--- src/rtl/core/stj_pkg.sv ---
`default_nettype none

package stj_pkg;

	localparam int SLOT_COUNT_DEF = 32;
	localparam int CFG_W          = 6;
	localparam int SLOT_W         = 5;
	localparam int SAMPLES_W      = 16;
	localparam int OP_W           = 4;
	localparam int STATUS_W       = 3;
	localparam int KIND_W         = 2;

	localparam logic [CFG_W-1:0] SLOTS_IN_USE_RST = CFG_W'(32);

	typedef enum logic [OP_W-1:0] {
		OP_SUB_BEGIN     = 4'd0,
		OP_SUB_COMMIT    = 4'd1,
		OP_SUB_ABORT     = 4'd2,
		OP_UNSUB_BEGIN   = 4'd3,
		OP_UNSUB_COMMIT  = 4'd4,
		OP_REF_BEGIN     = 4'd5,
		OP_REF_COMMIT    = 4'd6,
		OP_REF_ABORT     = 4'd7,
		OP_DEREF_BEGIN   = 4'd8,
		OP_DEREF_COMMIT  = 4'd9,
		OP_ROLLBACK_PROXY = 4'd10,
		OP_ROLLBACK_TRACE = 4'd11
	} op_t;

	typedef enum logic [STATUS_W-1:0] {
		ST_OK          = 3'd0,
		ST_PRECOND     = 3'd1,
		ST_CRASH_INC   = 3'd2,
		ST_CRASH_DEC   = 3'd3,
		ST_CRASH_SUB   = 3'd4,
		ST_CRASH_UNSUB = 3'd5
	} status_t;

	typedef enum logic [KIND_W-1:0] {
		KIND_STATUS = 2'd0,
		KIND_DEREF  = 2'd1,
		KIND_UNSUB  = 2'd2
	} kind_t;

	typedef enum logic [2:0] {
		S_IDLE,
		S_SLOT,
		S_SCAN,
		S_UNSUB,
		S_FIN
	} state_t;

	// begin bit is bit 0, end bit is bit 1
	localparam logic [1:0] BITS_NONE   = 2'd0;
	localparam logic [1:0] BITS_BEGIN  = 2'd1;
	localparam logic [1:0] BITS_END    = 2'd2;
	localparam logic [1:0] BITS_BOTH   = 2'd3;

	function automatic logic [1:0] need_bits(input logic [OP_W-1:0] op);
		logic [1:0] r;
		case (op)
			OP_SUB_BEGIN:    r = BITS_NONE;
			OP_SUB_COMMIT:   r = BITS_BEGIN;
			OP_SUB_ABORT:    r = BITS_BEGIN;
			OP_UNSUB_BEGIN:  r = BITS_BOTH;
			OP_UNSUB_COMMIT: r = BITS_BEGIN;
			OP_REF_BEGIN:    r = BITS_NONE;
			OP_REF_COMMIT:   r = BITS_BEGIN;
			OP_REF_ABORT:    r = BITS_BEGIN;
			OP_DEREF_BEGIN:  r = BITS_BOTH;
			OP_DEREF_COMMIT: r = BITS_END;
			default:         r = BITS_NONE;
		endcase
		return r;
	endfunction

	function automatic logic [1:0] next_bits(input logic [OP_W-1:0] op);
		logic [1:0] r;
		case (op)
			OP_SUB_BEGIN:    r = BITS_BEGIN;
			OP_SUB_COMMIT:   r = BITS_BOTH;
			OP_SUB_ABORT:    r = BITS_NONE;
			OP_UNSUB_BEGIN:  r = BITS_END;
			OP_UNSUB_COMMIT: r = BITS_NONE;
			OP_REF_BEGIN:    r = BITS_BEGIN;
			OP_REF_COMMIT:   r = BITS_BOTH;
			OP_REF_ABORT:    r = BITS_NONE;
			OP_DEREF_BEGIN:  r = BITS_END;
			OP_DEREF_COMMIT: r = BITS_NONE;
			default:         r = BITS_NONE;
		endcase
		return r;
	endfunction

endpackage

`default_nettype wire

--- src/rtl/core/stj_ram.sv ---
`default_nettype none

module stj_ram #(
	parameter int WIDTH = 2,
	parameter int DEPTH = 32
) (
	input  wire logic                                  clk,
	input  wire logic                                  we,
	input  wire logic [((DEPTH > 1) ? $clog2(DEPTH) : 1)-1:0] waddr,
	input  wire logic [WIDTH-1:0]                      wdata,
	input  wire logic                                  re,
	input  wire logic [((DEPTH > 1) ? $clog2(DEPTH) : 1)-1:0] raddr,
	output logic      [WIDTH-1:0]                      rdata
);

	logic [WIDTH-1:0] mem [DEPTH];

	always_ff @(posedge clk) begin
		if (we) begin
			mem[waddr] <= wdata;
		end
		if (re) begin
			rdata <= mem[raddr];
		end
	end

endmodule

`default_nettype wire

--- src/rtl/core/slot_transaction_journal_core.sv ---
// channel   dir  handshake               payload
// s_axis    in   tvalid/tready           tdata: operation, slot_number, max_samples
// m_axis    out  tvalid/tready           tdata: event_slot, event_samples, status,
//                                        still_pending; tuser: kind; tlast: last
// cfg       in   cfg_we                  cfg_wdata: slots_in_use
//
// slot journal ops run as accept and table read, then check and write-back
// rollback scans the slots in order, with a dereference word per fully referenced slot,
// a step when the scan runs to the end, an unsubscribe word if due and the status word
// slot bits live in a 1r1w ram; a per-slot nonzero flag, cleared by reset,
// stands for the ram contents until first written, so no clearing pass
// a stalled output stalls the scan; the input is taken only between items
`default_nettype none

module slot_transaction_journal_core
	import stj_pkg::*;
#(
	parameter int SLOT_COUNT = SLOT_COUNT_DEF
) (
	input  wire logic        clk,
	input  wire logic        arst_n,
	input  wire logic        s_axis_tvalid,
	output logic             s_axis_tready,
	input  wire logic [31:0] s_axis_tdata,   // operation, slot_number, max_samples
	output logic             m_axis_tvalid,
	input  wire logic        m_axis_tready,
	output logic      [31:0] m_axis_tdata,   // event_slot, event_samples, status, still_pending
	output logic       [1:0] m_axis_tuser,   // kind
	output logic             m_axis_tlast,
	input  wire logic        cfg_we,
	input  wire logic  [5:0] cfg_wdata       // slots_in_use
);

	localparam int AW = (SLOT_COUNT > 1) ? $clog2(SLOT_COUNT) : 1;
	localparam int CW = $clog2(SLOT_COUNT + 1);

	state_t state_q, state_d;

	logic [CFG_W-1:0]     cfg_q;
	logic [OP_W-1:0]      op_q, op_d;
	logic [AW-1:0]        slot_q, slot_d;
	logic [STATUS_W-1:0]  status_q, status_d;
	logic [CW-1:0]        idx_q, idx_d;
	logic [1:0]           sub_q, sub_d;
	logic [SAMPLES_W-1:0] saved_q, saved_d;
	logic                 svalid_q, svalid_d;
	logic [SLOT_COUNT-1:0] nz_q, nz_d, mask;

	logic                 out_valid_q;
	logic [KIND_W-1:0]    o_kind_q, o_kind_d;
	logic [SLOT_W-1:0]    o_slot_q, o_slot_d;
	logic [SAMPLES_W-1:0] o_samp_q, o_samp_d;
	logic [STATUS_W-1:0]  o_stat_q, o_stat_d;
	logic                 o_pend_q, o_last_q, o_last_d;
	logic                 out_load, out_free;

	logic                 ram_we, ram_re;
	logic [AW-1:0]        ram_waddr, ram_raddr;
	logic [1:0]           ram_wdata, ram_rdata;

	logic                 accept;
	logic [OP_W-1:0]      in_op;
	logic [SLOT_W-1:0]    in_slot;
	logic [SAMPLES_W-1:0] in_samp;
	logic [CW-1:0]        n_eff, idx_inc;
	logic                 slots_pend, scan_done, in_slot_ok;
	logic [1:0]           slot_cur, scan_cur;

	assign in_op   = s_axis_tdata[3:0];
	assign in_slot = s_axis_tdata[8:4];
	assign in_samp = s_axis_tdata[24:9];

	assign s_axis_tready = (state_q == S_IDLE);
	assign accept        = s_axis_tvalid && s_axis_tready;
	assign out_free      = !out_valid_q || m_axis_tready;

	assign n_eff = (cfg_q > CFG_W'(SLOT_COUNT)) ? CW'(SLOT_COUNT) : CW'(cfg_q);

	always_comb begin
		for (int i = 0; i < SLOT_COUNT; i++) begin
			mask[i] = (CW'(i) < n_eff);
		end
	end

	assign slots_pend = |(nz_q & mask);
	assign in_slot_ok = (7'(in_slot) < 7'(n_eff));
	assign scan_done  = (idx_q >= n_eff);
	assign idx_inc    = idx_q + CW'(1);
	assign slot_cur   = nz_q[slot_q] ? ram_rdata : BITS_NONE;
	assign scan_cur   = nz_q[idx_q[AW-1:0]] ? ram_rdata : BITS_NONE;

	stj_ram #(
		.WIDTH(2),
		.DEPTH(SLOT_COUNT)
	) u_slot_ram (
		.clk   (clk),
		.we    (ram_we),
		.waddr (ram_waddr),
		.wdata (ram_wdata),
		.re    (ram_re),
		.raddr (ram_raddr),
		.rdata (ram_rdata)
	);

	// datapath and result words
	always_comb begin
		op_d      = op_q;
		slot_d    = slot_q;
		status_d  = status_q;
		idx_d     = idx_q;
		sub_d     = sub_q;
		saved_d   = saved_q;
		svalid_d  = svalid_q;
		nz_d      = nz_q;
		ram_we    = 1'b0;
		ram_waddr = slot_q;
		ram_wdata = BITS_NONE;
		ram_re    = 1'b0;
		ram_raddr = slot_q;
		out_load  = 1'b0;
		o_kind_d  = KIND_STATUS;
		o_slot_d  = '0;
		o_samp_d  = '0;
		o_stat_d  = ST_OK;
		o_last_d  = 1'b0;

		case (state_q)
			S_IDLE: begin
				if (accept) begin
					op_d     = in_op;
					slot_d   = AW'(in_slot);
					status_d = ST_OK;
					idx_d    = '0;
					if (in_op <= OP_UNSUB_COMMIT) begin
						if (sub_q != need_bits(in_op)) begin
							status_d = ST_PRECOND;
						end else begin
							sub_d = next_bits(in_op);
							if (in_op == OP_SUB_BEGIN) begin
								saved_d  = in_samp;
								svalid_d = 1'b1;
							end else if (in_op == OP_UNSUB_COMMIT) begin
								saved_d  = '0;
								svalid_d = 1'b0;
							end
						end
					end else if (in_op <= OP_DEREF_COMMIT) begin
						if (!in_slot_ok) begin
							status_d = ST_PRECOND;
						end
						ram_re    = in_slot_ok;
						ram_raddr = AW'(in_slot);
					end else if (in_op == OP_ROLLBACK_PROXY && sub_q == BITS_NONE
						&& slots_pend) begin
						status_d = ST_PRECOND;
					end else if (in_op == OP_ROLLBACK_PROXY || in_op == OP_ROLLBACK_TRACE) begin
						ram_re    = (n_eff != '0);
						ram_raddr = '0;
					end else begin
						status_d = ST_PRECOND;
					end
				end
			end
			S_SLOT: begin
				if (out_free) begin
					out_load = 1'b1;
					o_last_d = 1'b1;
					if (slot_cur != need_bits(op_q)) begin
						o_stat_d = ST_PRECOND;
					end else begin
						ram_we       = 1'b1;
						ram_waddr    = slot_q;
						ram_wdata    = next_bits(op_q);
						nz_d[slot_q] = (next_bits(op_q) != BITS_NONE);
						o_stat_d     = ST_OK;
					end
				end
			end
			S_SCAN: begin
				if (scan_done) begin
					if (op_q == OP_ROLLBACK_PROXY) begin
						case (sub_q)
							BITS_BEGIN: status_d = ST_CRASH_SUB;
							BITS_END:   status_d = ST_CRASH_UNSUB;
							default:    status_d = ST_OK;
						endcase
					end
				end else begin
					case (scan_cur)
						BITS_BOTH: begin
							if (out_free) begin
								ram_we    = 1'b1;
								ram_waddr = idx_q[AW-1:0];
								ram_wdata = BITS_NONE;
								nz_d[idx_q[AW-1:0]] = 1'b0;
								out_load  = 1'b1;
								o_kind_d  = KIND_DEREF;
								o_slot_d  = SLOT_W'(idx_q);
								idx_d     = idx_inc;
								ram_re    = (idx_inc < n_eff);
								ram_raddr = AW'(idx_inc);
							end
						end
						BITS_BEGIN: status_d = ST_CRASH_INC;
						BITS_END:   status_d = ST_CRASH_DEC;
						default: begin
							idx_d     = idx_inc;
							ram_re    = (idx_inc < n_eff);
							ram_raddr = AW'(idx_inc);
						end
					endcase
				end
			end
			S_UNSUB: begin
				if (out_free) begin
					out_load = 1'b1;
					o_kind_d = KIND_UNSUB;
					o_samp_d = svalid_q ? saved_q : '0;
					sub_d    = BITS_NONE;
					saved_d  = '0;
					svalid_d = 1'b0;
					status_d = ST_OK;
				end
			end
			S_FIN: begin
				if (out_free) begin
					out_load = 1'b1;
					o_stat_d = status_q;
					o_last_d = 1'b1;
				end
			end
			default: begin
			end
		endcase
	end

	// next state
	always_comb begin
		state_d = state_q;
		case (state_q)
			S_IDLE: begin
				if (accept) begin
					if (in_op >= OP_REF_BEGIN && in_op <= OP_DEREF_COMMIT && in_slot_ok) begin
						state_d = S_SLOT;
					end else if ((in_op == OP_ROLLBACK_PROXY && !(sub_q == BITS_NONE
						&& slots_pend)) || in_op == OP_ROLLBACK_TRACE) begin
						state_d = S_SCAN;
					end else begin
						state_d = S_FIN;
					end
				end
			end
			S_SLOT: begin
				if (out_free) begin
					state_d = S_IDLE;
				end
			end
			S_SCAN: begin
				if (scan_done) begin
					if (op_q == OP_ROLLBACK_PROXY && sub_q == BITS_BOTH) begin
						state_d = S_UNSUB;
					end else begin
						state_d = S_FIN;
					end
				end else if (scan_cur == BITS_BEGIN || scan_cur == BITS_END) begin
					state_d = S_FIN;
				end
			end
			S_UNSUB: begin
				if (out_free) begin
					state_d = S_FIN;
				end
			end
			S_FIN: begin
				if (out_free) begin
					state_d = S_IDLE;
				end
			end
			default: state_d = S_IDLE;
		endcase
	end

	always_ff @(posedge clk or negedge arst_n) begin
		if (!arst_n) begin
			state_q     <= S_IDLE;
			cfg_q       <= SLOTS_IN_USE_RST;
			sub_q       <= BITS_NONE;
			saved_q     <= '0;
			svalid_q    <= 1'b0;
			nz_q        <= '0;
			idx_q       <= '0;
			out_valid_q <= 1'b0;
		end else begin
			state_q  <= state_d;
			sub_q    <= sub_d;
			saved_q  <= saved_d;
			svalid_q <= svalid_d;
			nz_q     <= nz_d;
			idx_q    <= idx_d;
			if (cfg_we) begin
				cfg_q <= cfg_wdata;
			end
			if (out_load) begin
				out_valid_q <= 1'b1;
			end else if (m_axis_tready) begin
				out_valid_q <= 1'b0;
			end
		end
	end

	always_ff @(posedge clk) begin
		op_q     <= op_d;
		slot_q   <= slot_d;
		status_q <= status_d;
		if (out_load) begin
			o_kind_q <= o_kind_d;
			o_slot_q <= o_slot_d;
			o_samp_q <= o_samp_d;
			o_stat_q <= o_stat_d;
			o_last_q <= o_last_d;
			o_pend_q <= (sub_d != BITS_NONE) || (|(nz_d & mask));
		end
	end

	assign m_axis_tvalid = out_valid_q;
	assign m_axis_tdata  = {7'd0, o_pend_q, o_stat_q, o_samp_q, o_slot_q};
	assign m_axis_tuser  = o_kind_q;
	assign m_axis_tlast  = o_last_q;

	a_last_is_status: assert property (@(posedge clk) disable iff (!arst_n)
		m_axis_tvalid && m_axis_tlast |-> m_axis_tuser == KIND_STATUS)
		else $error("closing word is not a status word");

	a_event_clean: assert property (@(posedge clk) disable iff (!arst_n)
		m_axis_tvalid && m_axis_tuser != KIND_STATUS |-> !m_axis_tlast
		&& m_axis_tdata[23:21] == ST_OK)
		else $error("event word carries status or last");

	a_deref_clears: assert property (@(posedge clk) disable iff (!arst_n)
		state_q == S_SCAN && out_load && o_kind_d == KIND_DEREF
		|=> !nz_q[$past(idx_q[AW-1:0])])
		else $error("dereferenced slot not cleared");

	a_write_state: assert property (@(posedge clk) disable iff (!arst_n)
		ram_we |-> state_q == S_SLOT || state_q == S_SCAN)
		else $error("slot ram written outside an operation");

	a_scan_bound: assert property (@(posedge clk) disable iff (!arst_n)
		state_q == S_SCAN |-> idx_q <= n_eff)
		else $error("scan index beyond slots in use");

endmodule

`default_nettype wire

--- config.mk ---
export PLATFORM = sky130hd
export DESIGN_NAME = slot_transaction_journal_core
export DESIGN_NICKNAME = d
export VERILOG_FILES = /design/src/rtl/core/stj_pkg.sv /design/src/rtl/core/stj_ram.sv /design/src/rtl/core/slot_transaction_journal_core.sv
export SDC_FILE = /design/constraint.sdc
export NUM_CORES = 1
export LEC_CHECK = 0
export ABC_AREA = 1
export BUFFER_PORTS_ARGS = -buffer_cell sky130_fd_sc_hd__buf_2
export CAP_MARGIN = 20
export CORE_AREA = 2 2 142 144
export CTS_CLUSTER_SIZE = 10
export DETAILED_ROUTE_END_ITERATION = 6
export DIE_AREA = 0 0 144 146
export HOLD_SLACK_MARGIN = 0.12
export MAX_ROUTING_LAYER = met4
export PLACE_DENSITY = 0.92
export SYNTH_ARGS = -nofsm -noshare
export SYNTH_HDL_FRONTEND = slang
export SYNTH_SLANG_ARGS = --single-unit
--- constraint.sdc ---
create_clock -name clk -period 5.1 [get_ports clk]
set_input_delay 0.765 -clock clk [delete_from_list [all_inputs] [get_ports clk]]
set_output_delay 0.765 -clock clk [all_outputs]
set_load 0.05 [all_outputs]
======== Word-level counts from Yosys, hierarchy flattened ========
Memory sizes are Yosys's and may differ from the RTL's. A register that Yosys moved wholly into a read port is not among the register bits.
Index checks and enable logic that the tools add are counted.
storage, ports and cells
  bits in registers ....................... 107
  memory bits (writable) .................. 64
  memory bits (read-only) ................. 160
  input bits .............................. 43
  output and inout bits ................... 37
  word-level logic and storage cells ...... 260
  memories ................................ 6
operators by class
  add/subtract/negate cells ............... 1
  $lt $le $gt $ge ......................... 43
  equality and inequality tests ........... 28
  multiplexer cells ....................... 119
  bitwise logic cells ..................... 7
  reduce and logical (&&, ||, !) cells .... 39
memories
  name              words  bits a word  read ports  clocked after Yosys merged registers in  write ports  line           RTL
  u_slot_ram.mem    32     2            1           1                                        1            stj_ram.sv:16  logic [WIDTH-1:0] mem [DEPTH];
  (name not given)  16     2            1           0                                        0            stj_pkg.sv:61  case (op)
  (name not given)  16     2            1           0                                        0            stj_pkg.sv:79  case (op)
  (name not given)  16     2            1           1                                        0            stj_pkg.sv:61
  (name not given)  16     2            1           1                                        0            stj_pkg.sv:79
  (name not given)  16     2            1           1                                        0            stj_pkg.sv:79
operator list
  cell                  count
  $mux W32              5
  $and A32 B32 Y32      3
  $lt A5 B6 Y1 const A  16
  $mux W16              6
  $pmux W32 S2          1
  $reduce_or A32 Y1     2
  $mux W5               11
  $lt A4 B6 Y1 const A  8
  $mux W3               14
  $mux W2               18
  $mux W1               35
  $bwmux W32            1
  $not A32 Y32          1
  $pmux W16 S2          1
  $lt A3 B6 Y1 const A  4
  $mux W6               4
  $pmux W6 S2           2
  $pmux W5 S2           2
  $pmux W3 S2           3
  $eq A4 B4 Y1 const B  3
  $lt A1 B6 Y1 const A  2
  $lt A2 B6 Y1 const A  2
  $lt A5 B6 Y1 const B  2
  $mux W4               3
  other kinds (45)      88

======== Depth between registers and ports, before layout ========
Gate-level depths: netlist of the first run.
  depth in word-level cells ............... 16
  mapped depth ............................ 29

======== By module ========
A second synthesis of the first run with hierarchy kept.
unflattened totals
  cell total of the unflattened synthesis .. 1,629
  area, all modules ....................... 11,742.5 sq um
by module, submodules not included
  module                         times used  cells each  area an instance (sq um)  seq. area each (sq um)
  slot_transaction_journal_core  1           1,360       8,816.0                   2,959.1
  stj_ram                        1           269         2,926.6                   1,981.9

======== Worst setup path after synthesis of the first run ========
OpenSTA, ideal clock, no wires.
  path kind ............................... register to register
  start ................................... register idx_q[0]
  end ..................................... register out_valid_q, in the netlist m_axis_tvalid
  library setup time ...................... 135 ps
  arrival time ............................ 4,205 ps
  data required time ...................... 4,965 ps
  setup slack ............................. 760 ps
  stages on the path, launching flop included .. 19
  cell sequence ........................... dfrtp_1 > clkbuf_1 > clkinv_1 > clkbuf_1 > o21ai_0 > a21oi_1 > nor4_1 > nand2_1 > nand2_1 > inv_1 > ha_1 > inv_1 > nor2_1 > inv_1 > nor2_1 > inv_1 > clkbuf_1 > nand4_1 > or2_2
between the ends
  longest elaborated chain between the ends .. 8
  elaborated cells on any way between the ends .. 10
RTL lines
  item                                                  line                                  RTL
  from (decl)                                           slot_transaction_journal_core.sv:43   logic [CW-1:0] idx_q, idx_d;
  from (signal assigned)                                slot_transaction_journal_core.sv:299  idx_q <= idx_d;
  $bmux W1 S5                                           slot_transaction_journal_core.sv:90   assign scan_cur = nz_q[idx_q[AW-1:0]] ? ram_rdata : BITS_NONE;
  $mux W1 (implied by the code)                         slot_transaction_journal_core.sv:90
  $mux W2                                               slot_transaction_journal_core.sv:90
  $eq A2 B2 Y1                                          slot_transaction_journal_core.sv:189  case (scan_cur)
  $mux W1                                               slot_transaction_journal_core.sv:189
  $mux W1 *                                             slot_transaction_journal_core.sv:180  if (scan_done) begin
  $pmux W1 S2 *                                         slot_transaction_journal_core.sv:127  case (state_q)
  named net out_load                                    slot_transaction_journal_core.sv:55   logic out_load, out_free;
  $mux W1 / $reduce_bool A2 Y1 (equally long branches)  n/a
  to (signal assigned)                                  slot_transaction_journal_core.sv:292  out_valid_q <= 1'b0;
  to (signal assigned)                                  slot_transaction_journal_core.sv:304  out_valid_q <= 1'b1;
  to (signal assigned)                                  slot_transaction_journal_core.sv:306  out_valid_q <= 1'b0;
  to (decl)                                             slot_transaction_journal_core.sv:49   logic out_valid_q;
The timed path passes the listed nets; every way through them passes the cells marked *. The select of a mux whose other input is x is not followed.
A chain may end at the register's enable or synchronous reset.

======== Final worst setup path of the first run ========
  start ................................... register idx_q[0]
  end ..................................... register u_slot_ram.rdata[0] (read register of u_slot_ram.mem) (data pin)
between the ends
  longest elaborated chain between the ends .. 8
  elaborated cells on any way between the ends .. 18
RTL lines
  item                                                                   line           RTL
  parallel branches: the longest is 8 deep, another holds $add A6 B1 Y6  n/a
  to (decl)                                                              stj_ram.sv:13  output logic [WIDTH-1:0] rdata
Parallel ways; which one is timed is not known. The select of a mux whose other input is x is not followed.

==> results of run 1 <==
Yosys cell counts, drive strengths merged (4+ instances only):
cell type / count
nand2: 542
nor2: 136
nand3b: 21
or2: 5
a22oi: 9
nand4: 9
o311ai: 5
clkbuf: 31
inv: 219
buf: 36
dfxtp: 4
o22ai: 23
xor2: 5
o21ai: 135
edfxtp: 106
dfrtp: 66
nor3: 31
ha: 35
nand3: 155
a21oi: 56
per-stage QoR:
step / hold slack, ps / utilization, %
3_5_place_dp: 495 / 63.6
2_1_floorplan: 468 / -
6_report: 400 / 66.8
3_3_place_gp: 487 / 63.6
5_1_grt: 465 / 66.8
4_1_cts: 411 / 66.8
final cells by class:
class	instances	area share, %
multi-input cells	1197	44.4
flip-flops and latches	177	38.2
repair buffers	83	3.56
well taps	265	2.57
clock inverters	15	1.49
clock buffers	17	3.29
inverters	222	6.45
layer usage:
| metal | vias to the layer above | GRT usage [%] | share of wire, % |
|---|---|---|---|
| met4 | 0 | 13.2 | 3.6 |
| li1 | 5475 | - | - |
| met1 | 5251 | 44.8 | 38 |
| met3 | 113 | 6.28 | 12 |
| met5 | - | - | 0 |
| met2 | 885 | 50.6 | 46 |
how the worst min path moves through the flow:
| stage | to | cells after the start |
|---|---|---|
| 2_1_floorplan | cfg_q[0]$_DFFE_PN0P_ | 0 |
| 3_3_place_gp | nz_q[9]$_DFF_PN0_ | 2 |
| 3_5_place_dp | nz_q[9]$_DFF_PN0_ | 2 |
| 4_1_cts | nz_q[16]$_DFF_PN0_ | 1 |
| 5_1_grt | nz_q[16]$_DFF_PN0_ | 1 |
| 6_report | nz_q[16]$_DFF_PN0_ | 1 |
flip-flops by register name, indices dropped and copies added, names as in the netlist, 2 cells and up, named ones only:
signal            count
status_q              3
sub_q                 2
o_samp_q             16
nz_q                 32
idx_q                 6
m_axis_tuser          2
u_slot_ram.rdata      2
state_q               3
o_slot_q              5
o_stat_q              3
op_q                  4
saved_q              16
cfg_q                 6
u_slot_ram.mem       64
slot_q                5
worst register-to-register path: stages (launching register included):
cell	delay [ps]
dfrtp_1	350
clkinv_1	520
o21ai_0	430
a21oi_1	100
nor4_1	260
nand2_1	180
nand2_1	170
inv_1	90
ha_1	200
inv_1	80
nor2_1	100
inv_1	100
nand2_1	100
nand2_1	160
nor2_1	60
nor3_1	310
nand2_2	140
nand2_2	460
nand2_1	150
nand3_1	120
nand3_1	90
nand3_1	130
nand2_1	70
nand2_1	60
nand2_1	80
power by group:
part	leakage [nW]	switching [W]	total (W)	internal (W)
sequential	1.98	0.000289	0.00225	0.00196
clock	0.296	0.000678	0.00135	0.000676
combinational	3.85	0.00321	0.00445	0.00124
total	6.12	0.00417	0.00805	0.00388
cells by family (layout without fill, tap and decap cells):
family                     count (synthesis)  after routing  synth area share (%)
xor gates and xnor gates                   5              5                 0.369
and+or+nand+nor                          904            904                  32.4
other                                      1              7                0.0316
AOI/OAI and AO/OA                        244            244                  11.5
buffers and inverters                    289            337                  10.2
muxes                                      2              2                 0.179
adders and majority gates                 35             35                  3.69
DFF                                      177            177                  41.6
==> flow_summary.toml, run 1 <==
[timing]
finClkSkew_ps = 17.0
fin_crit_sh_pct = 93.6
hold_viol_final = 0
layout_setup_ws_ps = 328
tightest_slew_ps = 840
tns_ps = 0
rsz0062_at_grt = "no"
max_freq_mhz = 210
setup_viol = 0
slew_headroom_pct = 43.8
period_minus_slack_ps = 4770
slew_viol_final = 0

[clocking]
clockBufferDepth = 2
cts_buffers = 17
ctsHoldBuffers = 0
clkSinkCount = 177
cts_tree = "built"
cts_resized = 0
path_clk_slew_ps = 80
insertion_delay_ps = 450
cts-root-buf = "clkbuf_16"
cts_setup_buffers = 0
htreeDepth = 4

[place]
routabilityCongestion = 1.02
placed_area_um2 = 12300
dpl.hpwl_mm = 24.5
portBuffers = 65
placedCellCount = 1944
pre_cts_slack_ps = 673

[layout]
areaGrowthSynthToFinish_pct = 8.93
n_antenna_cell = 0
multi_input_area_um2 = 5740
nets = 1776
seq_area_um2 = 4940
most-common-layout-cells = "532 x nand2_1, 211 x inv_1, 155 x nand3_1"
layout_commonest_cell = "nand2_1"
drive_gt1_share_pct = 9.35
fillCellCount = 1622
layout.cells.non_filler = 1976
finalInstanceArea_um2 = 12900

[detailed_routing]
viasPerCell = 5.93
drt-total-wl_mm = 34.4
first_iter_violations = 1831
vias = 11700
drc = 0
ant_nets = 0
wl_per_cell_um = 17.4
dr.pass1.iters = 7

[critical_path]
crit_required_ps = 5300
slowest_stage = "clkinv_1"
path_delay_family = "simple AND/OR/NAND/NOR gates"
path_buf_inv = 4
cp_common_cell = "nand2_1"
crit_fanout = 32
arrival_ps = 4970
reg2reg_to = "u_slot_ram.rdata[0]$_DFFE_PP_"
max_stage_delay_ps = 520
critical_path.endpoint = "u_slot_ram.rdata[0]$_DFFE_PP_"
critical_path.endpoint_type = "flip-flop"
start_kind = "flip-flop"
path_cells = "clkinv_1 > o21ai_0 > a21oi_1 > nor4_1 > nand2_1 > nand2_1 > inv_1 > ha_1 > inv_1 > nor2_1 > inv_1 > nand2_1 > nand2_1 > nor2_1 > nor3_1 > nand2_2 > nand2_2 > nand2_1 > nand3_1 > nand3_1 > nand3_1 > nand2_1 > nand2_1 > nand2_1"
r2r_slack_ps = 330
r2r-start = "idx_q[0]$_DFFE_PN0P_"
crit_cells = 24
rr_worst_depth = 24
criticalPathCategory = "reg2reg"
cp-startpoint = "idx_q[0]$_DFFE_PN0P_"

[power_and_ir_drop]
pwr_density_cell_nw_per_um2 = 623
fin_total_pwr_w = 0.00805
vdd_drop_max_v = 0.000350
p_leak_nw = 6.12

[die]
dieArea_um2 = 21000
die_h_um = 146
rows = 51
pin_count = 80
initial_core_util_pct = 61.4
core_um2 = 19300
dieWidth_um = 144

[yosys]
yosys.area.top_type_share_pct = 26.8
synth-seq-cells = 177
ys_async_sr_fraction_pct = 37.9
synth_warnings = 0
synth.distinct_cells = 49
syn_inst = 1657
yosysSeqAreaShare_pct = 41.6
syn_area_um2 = 11900
avgSynthCellArea_um2 = 7.16
ys.flop_type = "edfxtp_1"
synth-edff-count = 106
synthTopCellsByArea = "edfxtp_1 27%, nand2_1 17%, dfrtp_1 14%"
synth_top_area_cell = "edfxtp_1"

[flow_run]
max_cap_viol_count = 0

[grt]
antenna_found_initial = 0
grt-ovfl-total = 0
grt_pass1_vias = 10400
track_usage_pct = 33.5
grt_first_pass_wirelength_mm = 53.3
grt_start_max_net_pins = 43

[outcome]
outcome = "finished, final reports clean"

[min_path]
hold_class = "in2async"
Note: power is estimated with default switching activity, not from simulation.
==> run 2, diff against run 1 <==
ABC_AREA = 0   (was 1)
CORE_AREA = 2 2 161 178   (was 2 2 142 144)
DIE_AREA = 0 0 163 180   (was 0 0 144 146)
PLACE_DENSITY = 0.68   (was 0.92)
==> flow_summary.toml, run 2 <==
[place]
dpl.hpwl_mm = 27.0
placed_area_um2 = 12000
routabilityCongestion = 1.01
portBuffers = 65
placedCellCount = 1525

[clocking]
clockBufferDepth = 2
ctsHoldBuffers = 0
insertion_delay_ps = 450
cts-root-buf = "clkbuf_16"
htreeDepth = 4
path_clk_slew_ps = 70
cts_buffers = 17
clkSinkCount = 177
cts_tree = "built"

[yosys]
synth-seq-cells = 177
yosys.area.top_type_share_pct = 29.3
synthTopCellsByArea = "edfxtp_1 29%, dfrtp_1 15%, ha_1 4.0%"
ys_async_sr_fraction_pct = 37.9
netlist_top_cells_count = "106 x edfxtp_1, 106 x nor2_1, 78 x nand2_1"
synth_warnings = 0
avgSynthCellArea_um2 = 10.1
syn_area_um2 = 10900
syn_inst = 1075
synth.distinct_cells = 96
yosysSeqAreaShare_pct = 45.5
synth-edff-count = 106
synth_top_area_cell = "edfxtp_1"
ys.flop_type = "edfxtp_1"

[layout]
finalInstanceArea_um2 = 12700
n_antenna_cell = 0
nets = 1273
top_register = "u_slot_ram.mem"
reg_top3 = "u_slot_ram.mem: 64 flops, nz_q: 32 flops"
fillCellCount = 2547
most-common-layout-cells = "106 x nor2_1, 106 x edfxtp_1, 99 x buf_4"
layout.cells.non_filler = 1571
areaGrowthSynthToFinish_pct = 17.4
largest_reg_flops = 64
drive_gt1_share_pct = 21.6

[grt]
antenna_found_initial = 0
grt_pass1_vias = 9202
grt-ovfl-total = 0
track_usage_pct = 25.4
grt_start_max_net_pins = 68
grt_first_pass_wirelength_mm = 54.6

[die]
initial_core_util_pct = 39.3
pin_count = 80
dieArea_um2 = 29300
die_h_um = 180
dieWidth_um = 163
rows = 64
core_um2 = 27600

[critical_path]
crit_required_ps = 5270
criticalPathCategory = "reg2reg"
critical_path.endpoint_type = "flip-flop"
crit_fanout = 8
start_kind = "flip-flop"
r2r_slack_ps = 160
arrival_ps = 5110

[power_and_ir_drop]
p_leak_nw = 5.30
vdd_drop_max_v = 0.000260
pwr_density_cell_nw_per_um2 = 478

[timing]
fin_crit_sh_pct = 97.0
max_freq_mhz = 202
tns_ps = 0
hold_viol_final = 0
period_minus_slack_ps = 4940
finClkSkew_ps = 14.9
slew_headroom_pct = 33.9
slew_viol_final = 0
setup_viol = 0
tightest_slew_ps = 988

[min_path]
hold_class = "reg2reg"

[flow_run]
max_cap_viol_count = 0

[detailed_routing]
first_iter_violations = 1065
dr.pass1.iters = 5
vias = 9496
drt-total-wl_mm = 35.9
ant_nets = 0
viasPerCell = 6.04
wl_per_cell_um = 22.9
drc = 0

[outcome]
outcome = "finished, final reports clean"
-- run 2: cell types whose count changed after synthesis, moves of 31 or more --
cell | before | now
mux2i_1 | 1 | 36
inv_1 | 211 | 24
o21ai_0 | 118 | 48
nand2_1 | 532 | 78
nand3_1 | 155 | 35
and3_1 | 1 | 32
-- run 2: layer usage --
layer	vias up	share of wire (%)	global-route usage (%)	wire length [um]
li1	4312	-	-	-
met2	541	46	39.0	16600
met4	0	5.5	13.2	1980
met5	-	0	-	0
met1	4520	40	32.1	14500
met3	123	8.0	4.22	2870
-- run 2: cell type report --
| type | instances | area [um2] | area share, % |
|---|---|---|---|
| multi-input combinational | 804 | 5550 | 43.5 |
| tap | 363 | 454 | 3.56 |
| timing repair buffer | 167 | 1110 | 8.74 |
| clock inverter | 14 | 135 | 1.06 |
| clock buffer | 18 | 450 | 3.53 |
| inverter | 28 | 105 | 0.825 |
| sequential | 177 | 4940 | 38.8 |
-- run 2: final timing paths --
path,start,endpoint,cells past startpoint
min in group asynchronous,arst_n,nz_q[11]$_DFF_PN0_,2
worst min register to register,saved_q[9]$_DFFE_PN0P_,saved_q[9]$_DFFE_PN0P_,1
worst max-delay path,idx_q[0]$_DFFE_PN0P_,u_slot_ram.rdata[1]$_DFFE_PP_,20
max in group asynchronous,arst_n,saved_q[11]$_DFFE_PN0P_,2
worst min-delay path,saved_q[9]$_DFFE_PN0P_,saved_q[9]$_DFFE_PN0P_,1
worst max register to register,idx_q[0]$_DFFE_PN0P_,u_slot_ram.rdata[1]$_DFFE_PP_,20
-- run 2: logic make-up (layout without fill, tap and decap cells) --
family	Yosys count	in the layout	synth area share [%]
mux	61	61	7.78
xor+xnor	9	9	0.726
fa+ha+maj	36	36	4.13
compound gates	307	307	19.7
simple gates	384	384	18.0
buf+inv	100	227	4.18
other cells	1	7	0.0346
flops	177	177	45.5
-- run 2: through the flow --
stage / worst slack (ps) / util (%) / hold slack, ps / total power, W
global placement: 44.3 / 43.4 / 480 / 0.00464
floorplan: 281 / - / 465 / 0.00376
detailed placement: 4.12 / 43.4 / 487 / 0.00465
finish: 155 / 46.1 / 503 / 0.00609
global route: -23.7 / 46.1 / 509 / 0.00637
CTS: 15.5 / 45.6 / 495 / 0.00598
-- run 2: critical path, stage by stage (launching register included) --
cell       delay [ps]
dfrtp_1           370
buf_12            150
mux4_2            580
and3b_1           210
a21oi_2           120
o2111ai_2         200
nand2_1           170
inv_1              80
ha_1              230
a21oi_2           180
o221ai_2          140
a21boi_2          190
buf_4             140
a21boi_4          180
nor2_1             60
a222oi_1          310
buf_4             230
mux4_2            320
a22oi_2           190
nor2_1             60
or4_1             560
-- run 2: what timing repair did --
action | in CTS | in global routing
resized for setup | 2 | 10
setup buffers | 0 | 13
pin swaps | 0 | 7
endpoints found under the setup margin | 1 | 2
-- run 2: power by group --
group | total, W | internal [W] | switching [W] | leakage [nW]
Clock | 0.00132 | 0.000677 | 0.000640 | 0.288
Sequential | 0.00197 | 0.00179 | 0.000182 | 2.02
Combinational | 0.00280 | 0.000992 | 0.00181 | 3.00
==> run 3, diff against run 2 <==
MAX_ROUTING_LAYER = default   (was met4)
clock period = 4.72 ns   (was 5.1 ns; I/O delays follow)
==> flow_summary.toml, run 3 (synthesis results as in run 2) <==
[place]
pre_cts_slack_ps = -226
placedCellCount = 1563
dpl.hpwl_mm = 27.1
routabilityCongestion = 1.02
portBuffers = 65

[critical_path]
start_kind = "flip-flop"
arrival_ps = 4840
max_stage_delay_ps = 550
crit_fanout = 7
path_cells = "buf_12 > mux4_2 > and3b_1 > a21oi_2 > o2111ai_4 > nand2_2 > inv_2 > ha_4 > a21oi_4 > o221ai_2 > a21boi_2 > buf_4 > o21ai_2 > a21oi_4 > buf_4 > mux2_2 > o2111a_1 > a31o_1 > or4_4"
path_delay_family = "compound AO/OA/AOI/OAI gates"
slowest_stage = "mux4_2"
crit_required_ps = 4900
path_buf_inv = 4
critical_path.endpoint_type = "flip-flop"
criticalPathCategory = "reg2reg"

[clocking]
clkSinkCount = 177
cts_buffers = 17
insertion_delay_ps = 450
path_clk_slew_ps = 80
htreeDepth = 4
cts_tree = "built"
ctsHoldBuffers = 0
clockBufferDepth = 2
cts-root-buf = "clkbuf_16"

[die]
initial_core_util_pct = 39.3
dieArea_um2 = 29300
rows = 64
pin_count = 80
die_h_um = 180
core_um2 = 27600
dieWidth_um = 163

[timing]
hold_slack_ps = 392
layout_setup_ws_ps = 62.2
slew_headroom_pct = 33.5
hold_viol_final = 0
tns_ps = 0
max_freq_mhz = 215
rsz0062_at_grt = "yes"
finClkSkew_ps = 26.4
setup_viol = 0
slew_viol_final = 0
fin_crit_sh_pct = 98.7
period_minus_slack_ps = 4660
tightest_slew_ps = 994

[layout]
n_antenna_cell = 0
fillCellCount = 2589
nets = 1304
reg_top3 = "u_slot_ram.mem: 64 flops, nz_q: 32 flops"
layout_commonest_cell = "buf_4"
most-common-layout-cells = "129 x buf_4, 106 x edfxtp_1, 105 x nor2_1"
largest_reg_flops = 64
top_register = "u_slot_ram.mem"
drive_gt1_share_pct = 24.4
areaGrowthSynthToFinish_pct = 20.3
layout.cells.non_filler = 1602

[grt]
grt_start_max_net_pins = 40
grt-ovfl-total = 0
grt_pass1_vias = 9515
antenna_found_initial = 0
track_usage_pct = 24.8
grt_first_pass_wirelength_mm = 55.3

[detailed_routing]
vias = 9844
dr.pass1.iters = 7
viasPerCell = 6.14
first_iter_violations = 1047
drc = 0
drt-total-wl_mm = 36.2
wl_per_cell_um = 22.6
ant_nets = 0

[outcome]
outcome = "finished, final reports clean"

[flow_run]
max_cap_viol_count = 0

[power_and_ir_drop]
p_leak_nw = 5.45
vdd_drop_max_v = 0.000288
pwr_density_cell_nw_per_um2 = 513

[min_path]
hold_class = "in2async"
run 3: cell type report:
cell class / instances / area, um2 / area share [%]
clock buffer: 18 / 450 / 3.45
clock inverter: 14 / 139 / 1.06
inverter: 28 / 105 / 0.805
multi-input combinational: 804 / 5600 / 42.9
sequential: 177 / 4940 / 37.9
tap: 363 / 454 / 3.48
timing repair buffer: 198 / 1370 / 10.5
run 3: timing repair:
| item | CTS | global route |
|---|---|---|
| endpoints found under the setup margin | 2 | 3 |
| pin swaps | 12 | 12 |
| setup buffers | 2 | 4 |
| resized for setup | 13 | 11 |
run 3: metal layers:
metal	wire length, um	global-route usage (%)	vias to the layer above
met5	0	0	-
met1	14400	32.3	4654
li1	-	-	4379
met3	3670	5.72	140
met4	1980	13.1	0
met2	16200	38.3	671
run 3: through the flow:
stage	power, W	cell area [um2]	util, %
after floorplan	0.00407	10900	-
after global placement	0.00513	12300	44.5
after detailed placement	0.00517	12300	44.5
after CTS	0.00662	12900	46.9
after global routing	0.00699	13100	47.3
final	0.00669	13100	47.3
run 3: final timing paths:
kind / startpoint / endpoint / slack (ps) / cells after the start
max in group asynchronous: arst_n / saved_q[2]$_DFFE_PN0P_ / 3330 / 2
max reg2reg: idx_q[0]$_DFFE_PN0P_ / u_slot_ram.rdata[1]$_DFFE_PP_ / 60 / 19
min reg2reg: saved_q[9]$_DFFE_PN0P_ / saved_q[9]$_DFFE_PN0P_ / 510 / 1
max: idx_q[0]$_DFFE_PN0P_ / u_slot_ram.rdata[1]$_DFFE_PP_ / 60 / 19
min in group clk: cfg_wdata[4] / cfg_q[4]$_DFFE_PN0P_ / 450 / 3
min: arst_n / nz_q[18]$_DFF_PN0_ / 390 / 1
run 3: where the power goes:
part	internal [W]	leakage, nW	switching, W	total [W]
combinational	0.00116	3.14	0.00199	0.00315
clock	0.000734	0.288	0.000683	0.00142
sequential	0.00193	2.02	0.000193	0.00213
total	0.00383	5.45	0.00287	0.00669
